<file path="config.mk">
export PLATFORM = sky130hd
export DESIGN_NAME = wall_follow_stepper_drive
export DESIGN_NICKNAME = d
export VERILOG_FILES = /design/src/hw/rtl/wfsd_pkg.sv /design/src/hw/rtl/wfsd_mac.sv /design/src/hw/rtl/wfsd_ctrl.sv /design/src/hw/rtl/wfsd_drive.sv /design/src/hw/rtl/wall_follow_stepper_drive.sv
export VERILOG_INCLUDE_DIRS = /design/src /design/src/hw/rtl
export SDC_FILE = /design/constraint.sdc
export NUM_CORES = 1
export LEC_CHECK = 0
export BUFFER_PORTS_ARGS = -buffer_cell sky130_fd_sc_hd__buf_4
export CORE_ASPECT_RATIO = 1.25
export CORE_MARGIN = 2
export CORE_UTILIZATION = 50
export DETAILED_ROUTE_END_ITERATION = 6
export PLACE_DENSITY = 0.68
export SYNTH_ARGS = -nofsm -noshare
export SYNTH_HDL_FRONTEND = slang
export SYNTH_SLANG_ARGS = --single-unit
</file>
<file path="constraint.sdc">
create_clock -name clk -period 13.15 [get_ports clk]
set_input_delay 2.63 -clock clk [delete_from_list [all_inputs] [get_ports clk]]
set_output_delay 2.63 -clock clk [all_outputs]
set_load 0.02 [all_outputs]
</file>
<file path="src/hw/rtl/wall_follow_stepper_drive_assert.svh">
// Assertion macros for the wall-follow stepper drive.
// Used by the top level; expects clk and arst_n in scope.
`ifndef WALL_FOLLOW_STEPPER_DRIVE_ASSERT_SVH
`define WALL_FOLLOW_STEPPER_DRIVE_ASSERT_SVH

// check c in the same cycle as a
`define WFSD_ASSERT_SAME(lbl, a, c, msg) \
	lbl: assert property (@(posedge clk) disable iff (!arst_n) (a) |-> (c)) else $error(msg);

// check c in the cycle after a
`define WFSD_ASSERT_NEXT(lbl, a, c, msg) \
	lbl: assert property (@(posedge clk) disable iff (!arst_n) (a) |=> (c)) else $error(msg);

`endif

</file>
<file path="src/hw/rtl/wfsd_pkg.sv">
// Shared types, constants and tables of the wall-follow stepper drive.
// No dependencies.
package wfsd_pkg;

	localparam int STEP_PHASES = 8;
	localparam int PHASE_W     = $clog2(STEP_PHASES);
	localparam logic [PHASE_W-1:0] PHASE_LAST = PHASE_W'(STEP_PHASES - 1);

	localparam logic [7:0] LEFT_COILS [STEP_PHASES] =
		'{8'h04, 8'h06, 8'h02, 8'h03, 8'h01, 8'h09, 8'h08, 8'h0C};
	localparam logic [7:0] RIGHT_COILS [STEP_PHASES] =
		'{8'hC0, 8'h80, 8'h90, 8'h10, 8'h30, 8'h20, 8'h60, 8'h40};

	localparam logic signed [15:0] COEF_A1 = 16'sd25575;
	localparam logic signed [15:0] COEF_A2 = -16'sd10508;
	localparam logic signed [15:0] COEF_B0 = 16'sd329;
	localparam logic signed [15:0] COEF_B1 = 16'sd658;

	localparam logic signed [15:0] STEER_LOW  = 16'sd30;
	localparam logic signed [15:0] STEER_HIGH = 16'sd45;

	localparam logic [4:0] PERIOD_FAST  = 5'd15;
	localparam logic [4:0] PERIOD_MID_A = 5'd17;
	localparam logic [4:0] PERIOD_MID_B = 5'd19;
	localparam logic [4:0] PERIOD_SLOW  = 5'd21;
	localparam logic [4:0] PERIOD_RESET = 5'd20;

	localparam logic [15:0] FILTER_PERIOD_RESET = 16'd500;
	localparam logic [15:0] RIGHT_PERIOD_RESET  = 16'd20;
	localparam logic [15:0] STOP_LEVEL_RESET    = 16'd80;

	typedef enum logic [1:0] {
		REG_FILTER_PERIOD = 2'd0,
		REG_RIGHT_PERIOD  = 2'd1,
		REG_STOP_LEVEL    = 2'd2
	} reg_idx_t;

	typedef enum logic [1:0] {
		OPND_D1,
		OPND_D2,
		OPND_W
	} opnd_sel_t;

	typedef enum logic {
		CH_RIGHT,
		CH_LEFT
	} chan_t;

	typedef enum logic [3:0] {
		ST_IDLE,
		ST_RW0,
		ST_RW1,
		ST_RY0,
		ST_RY1,
		ST_RY2,
		ST_LW0,
		ST_LW1,
		ST_LY0,
		ST_LY1,
		ST_LY2,
		ST_EVAL,
		ST_HOLD
	} state_t;

	typedef struct packed {
		logic              ready;
		logic              mac_en;
		logic              mac_load;
		logic              init_sample;
		logic signed [15:0] coef;
		opnd_sel_t         opnd;
		chan_t             chan;
		logic              cap_w;
		logic              cap_y;
		logic              eval;
		logic              out_load;
	} ctrl_t;

endpackage

</file>
<file path="src/hw/rtl/wfsd_mac.sv">
// Shared multiply-accumulate unit: acc = (load ? init : acc) + coef * opnd.
// 32-bit wrapping accumulator. Depends on nothing beyond its ports.
module wfsd_mac (
	input  logic               clk,
	input  logic               en,
	input  logic               load,
	input  logic [31:0]        init,
	input  logic signed [15:0] coef,
	input  logic signed [15:0] opnd,
	output logic [31:0]        sum
);

	logic [31:0]        acc_q;
	logic [31:0]        base;
	logic signed [31:0] prod;

	assign base = load ? init : acc_q;
	assign prod = coef * opnd;
	assign sum  = base + $unsigned(prod);

	always_ff @(posedge clk) begin
		if (en) begin
			acc_q <= sum;
		end
	end

endmodule

</file>
<file path="src/hw/rtl/wfsd_ctrl.sv">
// Sequencer: walks both biquad channels through the shared MAC when a filter update is
// due, then evaluates the drive and hands the result to the output register. Uses wfsd_pkg.
module wfsd_ctrl (
	input  logic           clk,
	input  logic           arst_n,
	input  logic           in_valid,
	input  logic           filt_go,
	input  logic           out_free,
	output wfsd_pkg::ctrl_t ctrl
);

	wfsd_pkg::state_t state_q, state_d;

	always_ff @(posedge clk or negedge arst_n) begin
		if (!arst_n) begin
			state_q <= wfsd_pkg::ST_IDLE;
		end else begin
			state_q <= state_d;
		end
	end

	always_comb begin
		state_d = state_q;
		unique case (state_q)
			wfsd_pkg::ST_IDLE: begin
				if (in_valid) begin
					state_d = filt_go ? wfsd_pkg::ST_RW0 : wfsd_pkg::ST_EVAL;
				end
			end
			wfsd_pkg::ST_RW0: state_d = wfsd_pkg::ST_RW1;
			wfsd_pkg::ST_RW1: state_d = wfsd_pkg::ST_RY0;
			wfsd_pkg::ST_RY0: state_d = wfsd_pkg::ST_RY1;
			wfsd_pkg::ST_RY1: state_d = wfsd_pkg::ST_RY2;
			wfsd_pkg::ST_RY2: state_d = wfsd_pkg::ST_LW0;
			wfsd_pkg::ST_LW0: state_d = wfsd_pkg::ST_LW1;
			wfsd_pkg::ST_LW1: state_d = wfsd_pkg::ST_LY0;
			wfsd_pkg::ST_LY0: state_d = wfsd_pkg::ST_LY1;
			wfsd_pkg::ST_LY1: state_d = wfsd_pkg::ST_LY2;
			wfsd_pkg::ST_LY2: state_d = wfsd_pkg::ST_EVAL;
			wfsd_pkg::ST_EVAL: state_d = wfsd_pkg::ST_HOLD;
			wfsd_pkg::ST_HOLD: begin
				if (out_free) begin
					state_d = wfsd_pkg::ST_IDLE;
				end
			end
			default: state_d = wfsd_pkg::ST_IDLE;
		endcase
	end

	always_comb begin
		ctrl = '0;
		ctrl.opnd = wfsd_pkg::OPND_D1;
		ctrl.chan = wfsd_pkg::CH_RIGHT;
		unique case (state_q)
			wfsd_pkg::ST_IDLE: ctrl.ready = 1'b1;
			wfsd_pkg::ST_RW0, wfsd_pkg::ST_LW0: begin
				ctrl.mac_en      = 1'b1;
				ctrl.mac_load    = 1'b1;
				ctrl.init_sample = 1'b1;
				ctrl.coef        = wfsd_pkg::COEF_A1;
				ctrl.opnd        = wfsd_pkg::OPND_D1;
			end
			wfsd_pkg::ST_RW1, wfsd_pkg::ST_LW1: begin
				ctrl.mac_en = 1'b1;
				ctrl.coef   = wfsd_pkg::COEF_A2;
				ctrl.opnd   = wfsd_pkg::OPND_D2;
				ctrl.cap_w  = 1'b1;
			end
			wfsd_pkg::ST_RY0, wfsd_pkg::ST_LY0: begin
				ctrl.mac_en   = 1'b1;
				ctrl.mac_load = 1'b1;
				ctrl.coef     = wfsd_pkg::COEF_B0;
				ctrl.opnd     = wfsd_pkg::OPND_W;
			end
			wfsd_pkg::ST_RY1, wfsd_pkg::ST_LY1: begin
				ctrl.mac_en = 1'b1;
				ctrl.coef   = wfsd_pkg::COEF_B1;
				ctrl.opnd   = wfsd_pkg::OPND_D1;
			end
			wfsd_pkg::ST_RY2, wfsd_pkg::ST_LY2: begin
				ctrl.mac_en = 1'b1;
				ctrl.coef   = wfsd_pkg::COEF_B0;
				ctrl.opnd   = wfsd_pkg::OPND_D2;
				ctrl.cap_y  = 1'b1;
			end
			wfsd_pkg::ST_EVAL: ctrl.eval = 1'b1;
			wfsd_pkg::ST_HOLD: ctrl.out_load = out_free;
			default: ctrl.ready = 1'b0;
		endcase
		unique case (state_q)
			wfsd_pkg::ST_LW0, wfsd_pkg::ST_LW1, wfsd_pkg::ST_LY0,
			wfsd_pkg::ST_LY1, wfsd_pkg::ST_LY2: ctrl.chan = wfsd_pkg::CH_LEFT;
			default: ctrl.chan = wfsd_pkg::CH_RIGHT;
		endcase
	end

endmodule

</file>
<file path="src/hw/rtl/wfsd_drive.sv">
// Motor drive: tick counters, halt test, steering and half-step coil latch.
// Updated once per request on eval. Uses wfsd_pkg.
module wfsd_drive (
	input  logic               clk,
	input  logic               arst_n,
	input  logic               eval,
	input  logic signed [15:0] right_level,
	input  logic signed [15:0] left_level,
	input  logic signed [15:0] stop_level,
	input  logic [15:0]        right_period,
	output logic [7:0]         motor_port,
	output logic               halted
);

	logic [15:0] left_ticks_q, right_ticks_q;
	logic [wfsd_pkg::PHASE_W-1:0] left_phase_q, right_phase_q;
	logic [4:0]  left_period_q;
	logic        steer_dir_q;
	logic [7:0]  port_q;
	logic        halted_q;

	logic [15:0] lt_inc, rt_inc;
	logic [4:0]  lp_d;
	logic        sd_d;
	logic        halt_d;
	logic        lstep, rstep;
	logic [7:0]  port_d;

	always_comb begin
		lt_inc = (left_ticks_q == 16'hFFFF) ? left_ticks_q : left_ticks_q + 16'd1;
		rt_inc = (right_ticks_q == 16'hFFFF) ? right_ticks_q : right_ticks_q + 16'd1;
		halt_d = right_level > stop_level;
		lp_d   = left_period_q;
		sd_d   = steer_dir_q;
		priority if (left_level > wfsd_pkg::STEER_LOW && left_level < wfsd_pkg::STEER_HIGH) begin
			lp_d = steer_dir_q ? wfsd_pkg::PERIOD_MID_B : wfsd_pkg::PERIOD_MID_A;
		end else if (left_level >= wfsd_pkg::STEER_HIGH) begin
			lp_d = wfsd_pkg::PERIOD_FAST;
			sd_d = 1'b0;
		end else if (left_level < wfsd_pkg::STEER_LOW) begin
			lp_d = wfsd_pkg::PERIOD_SLOW;
			sd_d = 1'b1;
		end else begin
			lp_d = left_period_q;
		end
		lstep  = !halt_d && (lt_inc >= {11'd0, lp_d});
		rstep  = !halt_d && (rt_inc >= right_period);
		port_d = port_q;
		if (lstep) begin
			port_d[3:0] = wfsd_pkg::LEFT_COILS[left_phase_q][3:0];
		end
		if (rstep) begin
			port_d[7:4] = wfsd_pkg::RIGHT_COILS[right_phase_q][7:4];
		end
	end

	always_ff @(posedge clk or negedge arst_n) begin
		if (!arst_n) begin
			left_ticks_q  <= '0;
			right_ticks_q <= '0;
			left_phase_q  <= '0;
			right_phase_q <= '0;
			left_period_q <= wfsd_pkg::PERIOD_RESET;
			steer_dir_q   <= 1'b0;
			port_q        <= '0;
			halted_q      <= 1'b0;
		end else if (eval) begin
			left_ticks_q  <= lstep ? 16'd0 : lt_inc;
			right_ticks_q <= rstep ? 16'd0 : rt_inc;
			if (lstep) begin
				left_phase_q <= (left_phase_q == wfsd_pkg::PHASE_LAST) ? '0 :
					left_phase_q + 1'b1;
			end
			if (rstep) begin
				right_phase_q <= (right_phase_q == wfsd_pkg::PHASE_LAST) ? '0 :
					right_phase_q + 1'b1;
			end
			left_period_q <= lp_d;
			steer_dir_q   <= sd_d;
			port_q        <= port_d;
			halted_q      <= halt_d;
		end
	end

	assign motor_port = port_q;
	assign halted     = halted_q;

endmodule

</file>
<file path="src/hw/rtl/wall_follow_stepper_drive.sv">
// Top level of the wall-follow stepper drive: config registers, biquad state,
// output register. Uses wfsd_pkg, wfsd_mac, wfsd_ctrl, wfsd_drive, the assert header.
//
// channel  | direction | handshake          | payload
// s_*      | in        | s_tvalid/s_tready  | tdata: right_sample, left_sample
// m_*      | out       | m_tvalid/m_tready  | tdata: motor_port, right/left_level; tuser: halted
// cfg_*    | in        | cfg_we             | cfg_addr, cfg_wdata
//
// A request that triggers a filter update goes through accept, ten steps of the shared
// multiply-accumulate unit, evaluate and hand-off; otherwise only accept, evaluate and hand-off.
// Reset is asynchronous and brings all filter and motor state to its reset values.
// A finished result waits in the output register; the next request is taken meanwhile.
// A new result waits in the hand-off step while the output register is still full.
module wall_follow_stepper_drive (
	input  logic        clk,
	input  logic        arst_n,
	input  logic        s_tvalid,
	output logic        s_tready,
	input  logic [15:0] s_tdata,   // right_sample, left_sample
	output logic        m_tvalid,
	input  logic        m_tready,
	output logic [39:0] m_tdata,   // motor_port, right_level, left_level
	output logic        m_tuser,   // halted
	input  logic        cfg_we,
	input  logic [1:0]  cfg_addr,
	input  logic [15:0] cfg_wdata
);

	wfsd_pkg::ctrl_t ctrl;

	logic [15:0]        filter_period_q, right_period_q;
	logic signed [15:0] stop_level_q;
	logic [15:0]        filter_ticks_q, ft_inc;
	logic               filt_go;
	logic               s_accept;
	logic               out_free;
	logic [7:0]         right_sample_q, left_sample_q;
	logic signed [15:0] rd1_q, rd2_q, ld1_q, ld2_q, w_q;
	logic signed [15:0] right_filt_q, left_filt_q;
	logic signed [15:0] d1, d2, opnd;
	logic [7:0]         sample;
	logic [31:0]        init, sum;
	logic [7:0]         motor_port;
	logic               halted;
	logic               m_tvalid_q;
	logic [39:0]        m_tdata_q;
	logic               m_tuser_q;

	assign s_tready = ctrl.ready;
	assign s_accept = s_tvalid && s_tready;
	assign out_free = !m_tvalid_q || m_tready;
	assign ft_inc   = (filter_ticks_q == 16'hFFFF) ? filter_ticks_q : filter_ticks_q + 16'd1;
	assign filt_go  = ft_inc >= filter_period_q;

	always_ff @(posedge clk or negedge arst_n) begin
		if (!arst_n) begin
			filter_period_q <= wfsd_pkg::FILTER_PERIOD_RESET;
			right_period_q  <= wfsd_pkg::RIGHT_PERIOD_RESET;
			stop_level_q    <= wfsd_pkg::STOP_LEVEL_RESET;
		end else if (cfg_we) begin
			unique case (cfg_addr)
				wfsd_pkg::REG_FILTER_PERIOD: filter_period_q <= cfg_wdata;
				wfsd_pkg::REG_RIGHT_PERIOD:  right_period_q  <= cfg_wdata;
				wfsd_pkg::REG_STOP_LEVEL:    stop_level_q    <= cfg_wdata;
				default: stop_level_q <= stop_level_q;
			endcase
		end
	end

	always_ff @(posedge clk) begin
		if (s_accept) begin
			right_sample_q <= s_tdata[7:0];
			left_sample_q  <= s_tdata[15:8];
		end
	end

	always_ff @(posedge clk or negedge arst_n) begin
		if (!arst_n) begin
			filter_ticks_q <= '0;
		end else if (s_accept) begin
			filter_ticks_q <= filt_go ? 16'd0 : ft_inc;
		end
	end

	wfsd_ctrl u_ctrl (
		.clk      (clk),
		.arst_n   (arst_n),
		.in_valid (s_tvalid),
		.filt_go  (filt_go),
		.out_free (out_free),
		.ctrl     (ctrl)
	);

	always_comb begin
		if (ctrl.chan == wfsd_pkg::CH_LEFT) begin
			d1     = ld1_q;
			d2     = ld2_q;
			sample = left_sample_q;
		end else begin
			d1     = rd1_q;
			d2     = rd2_q;
			sample = right_sample_q;
		end
		unique case (ctrl.opnd)
			wfsd_pkg::OPND_D1: opnd = d1;
			wfsd_pkg::OPND_D2: opnd = d2;
			wfsd_pkg::OPND_W:  opnd = w_q;
			default:           opnd = d1;
		endcase
		init = ctrl.init_sample ? {10'd0, sample, 14'd0} : 32'd0;
	end

	wfsd_mac u_mac (
		.clk  (clk),
		.en   (ctrl.mac_en),
		.load (ctrl.mac_load),
		.init (init),
		.coef (ctrl.coef),
		.opnd (opnd),
		.sum  (sum)
	);

	always_ff @(posedge clk) begin
		if (ctrl.cap_w) begin
			w_q <= $signed(sum[29:14]);
		end
	end

	always_ff @(posedge clk or negedge arst_n) begin
		if (!arst_n) begin
			rd1_q        <= '0;
			rd2_q        <= '0;
			ld1_q        <= '0;
			ld2_q        <= '0;
			right_filt_q <= '0;
			left_filt_q  <= '0;
		end else if (ctrl.cap_y) begin
			if (ctrl.chan == wfsd_pkg::CH_LEFT) begin
				left_filt_q <= $signed(sum[29:14]);
				ld2_q       <= ld1_q;
				ld1_q       <= w_q;
			end else begin
				right_filt_q <= $signed(sum[29:14]);
				rd2_q        <= rd1_q;
				rd1_q        <= w_q;
			end
		end
	end

	wfsd_drive u_drive (
		.clk          (clk),
		.arst_n       (arst_n),
		.eval         (ctrl.eval),
		.right_level  (right_filt_q),
		.left_level   (left_filt_q),
		.stop_level   (stop_level_q),
		.right_period (right_period_q),
		.motor_port   (motor_port),
		.halted       (halted)
	);

	always_ff @(posedge clk or negedge arst_n) begin
		if (!arst_n) begin
			m_tvalid_q <= 1'b0;
		end else if (ctrl.out_load) begin
			m_tvalid_q <= 1'b1;
		end else if (m_tready) begin
			m_tvalid_q <= 1'b0;
		end
	end

	always_ff @(posedge clk) begin
		if (ctrl.out_load) begin
			m_tdata_q <= {left_filt_q, right_filt_q, motor_port};
			m_tuser_q <= halted;
		end
	end

	assign m_tvalid = m_tvalid_q;
	assign m_tdata  = m_tdata_q;
	assign m_tuser  = m_tuser_q;

`include "wall_follow_stepper_drive_assert.svh"

	`WFSD_ASSERT_SAME(a_no_overwrite, ctrl.out_load, !m_tvalid || m_tready, "result overwritten")
	`WFSD_ASSERT_NEXT(a_busy_after_accept, s_accept, !s_tready, "request taken while busy")
	`WFSD_ASSERT_NEXT(a_halt_holds_coils, ctrl.eval && (right_filt_q > stop_level_q),
		$stable(motor_port), "coils moved while halted")

endmodule

</file>
==> run_results.csv <==
group,metric,value,unit
worst_setup_path,cp-end-kind,"flop",
grt,grt_pass1_vias,19300,
logic_synthesis,syn_avg_cell_area,9.86,um^2
drt,viasPerCell,5.52,
drt,dr.first_iter.drc_count,1529,
drt,routed_wl,65400,um
sta,setup_tns,0,ns
final_layout,antenna_cells,0,
final_layout,areaGrowthSynthToFinish,9.44,%
clock_network,clock_sinks,321,
run,cap_violations,0,
logic_synthesis,ys_warn_count,0,
grt,grtUsageTotal,25.5,%
sta,slew_viol_final,0,
worst_setup_path,cp.required,13.45,ns
logic_synthesis,syn_area,25600,um^2
worst_hold_path,hold_path_class,"flop to flop",
sta,worstMarginPinSlew,1.20,ns
die,rows,92,
worst_setup_path,slowest_stage,"dfrtp_1",
logic_synthesis,synth_most_common_cell,"inv_1",
clock_network,clkLatencyLatePin,0.59,ns
logic_synthesis,synthTopCellsByArea,"fa_1, dfrtp_1, edfxtp_1",
final_layout,final_util,55.4,%
logic_synthesis,synth_edf_count,103,
worst_setup_path,crit_arrival,10.33,ns
worst_setup_path,regToRegSetupSlack,3.13,ns
sta,fin_worst_skew,0.0299,ns
grt,grt_first_pass_wirelength,105000,um
sta,fin_ws,3.13,ns
sta,max_freq,99.8,MHz
die,die_y,257,um
worst_setup_path,critPathLaunchType,"flop",
clock_network,cts_buffers,31,
placed_design,hpwl,50900,um
die,fp.dieW,206,um
drt,avgRoutedWirePerCell,19.6,um
final_layout,fillers,4395,
grt,grt_max_degree,97,
worst_setup_path,max_stage_delay,0.93,ns
clock_network,cts_setup_buffers,0,
logic_synthesis,syn_nets,3068,
grt,antenna_found_initial,0,
logic_synthesis,synthFlopType,"dfrtp_1",
drt,drt_pass1_iterations,6,
sta,finalCriticalPeriod,10.02,ns
sta,max_slew_margin,20.3,%
final_layout,drive_above_1_share,9.96,%
final_layout,largest_reg_flops,40,
logic_synthesis,ys_top_cells_by_count,"inv_1, nand2_1, fa_1",
drt,drc_errors,0,
drt,vias,18400,
logic_synthesis,synth-seq-cells,321,
placed_design,gp_congestion,0.944,
sta,min_period_over_period,76.2,%
worst_setup_path,worstPathMaxFanout,26,
logic_synthesis,yosys.area.top_type,"fa_1",
grt,overflow,0,
sta,final_hold_viol_count,0,
clock_network,cts-root-buf,"clkbuf_16",
drt,drtAntennaViolNets,0,
die,io_pins,82,
final_layout,fin_nets,3119,
clock_network,ctsLongestPathBuffers,3,
clock_network,cts_resized,0,
clock_network,clkTransAtPathRegs,0.06,ns
logic_synthesis,synth_cell_type_count,85,
clock_network,cts_tree,"built",
clock_network,cts_hold_repair.buffers,0,
die,die-area,53000,um^2
die,core-area,50500,um^2
worst_setup_path,crit_type,"flop to flop",
placed_design,dp_slack,3.24,ns
sta,rsz0062_at_grt,"no",
status,status,"completed",
logic_synthesis,synth_cells,2596,
placed_design,dp_cells,3272,
placed_design,io_buffer_count,81,
sta,setup_viol,0,
logic_synthesis,synth.top_cell.area_share,20.4,%
logic_synthesis,yosysSeqAreaShare,33.5,%
die,start_util,50.7,%
final_layout,final_cells,3330,
clock_network,h-tree-depth,1,
logic_synthesis,ys_async_sr_fraction,67.9,%
[layout make-up]
type	count	area [um^2]	area share, %
inverters	461	1730	6.18
clock inverters	16	262	0.933
multi-input cells	1728	14900	53.3
flip-flops and latches	321	8560	30.6
repair buffers	104	788	2.81
well taps	658	823	2.94
clock buffers	42	911	3.25
[worst max-delay path, delay by kind of cell, from the launching register on]
family                     cells  cell delay [ns]
xor gates and xnor gates       1             0.10
adders and majority gates      8             4.21
and+or+nand+nor                5             0.91
AOI/OAI and AO/OA              9             2.84
DFF                            1             0.93
buffers and inverters          6             0.72
[per-layer routing]
metal | up-vias | global-route usage, % | wire (um)
met5 | - | 0 | 0
met4 | 0 | 9.56 | 2570
met2 | 609 | 44.2 | 33200
li1 | 8525 | - | -
met1 | 9103 | 32.3 | 25800
met3 | 150 | 3.58 | 3860
[metrics by stage]
step / area [um^2] / hold slack [ns]
finish: 28000 / 0.447
CTS: 28000 / 0.452
detailed placement: 26800 / 0.440
global placement: 26800 / 0.436
global route: 28000 / 0.463
floorplan: 25600 / 0.419
[cells by family (layout without fill, tap and decap cells)]
family,after synthesis,count (layout),synth area share [%]
mux,90,90,3.89
xor+xnor,68,68,2.41
fa+ha+maj,433,433,28.8
flops,321,321,33.5
buf+inv,547,623,8.37
compound gates,417,417,10.4
simple gates,719,719,12.6
other cells,1,1,0.0146
[worst paths after layout]
kind	start	endpoint	cells past startpoint
worst max-delay path	u_ctrl.state_q[3]	w_q[14]	29
worst max register to register	u_ctrl.state_q[3]	w_q[14]	29
worst min-delay path	u_drive.motor_port[5]	m_tdata[5]	0
max in group asynchronous	arst_n	u_drive.right_ticks_q[10]	3
min in group asynchronous	arst_n	filter_ticks_q[15]	1
worst min register to register	u_drive.motor_port[5]	m_tdata[5]	0
[layout by cell type, fill, tap and decap left out, types with 96 or more instances in the layout]
master,count
inv_1,460
nand2_1,395
fa_1,261
dfrtp_1,206
ha_1,172
o21ai_0,131
nor2_1,126
buf_4,103
edfxtp_1,103
a21oi_1,96
Power is not shown: default switching activity piles up to over one toggle a cycle in this logic, so the estimate is an artifact.
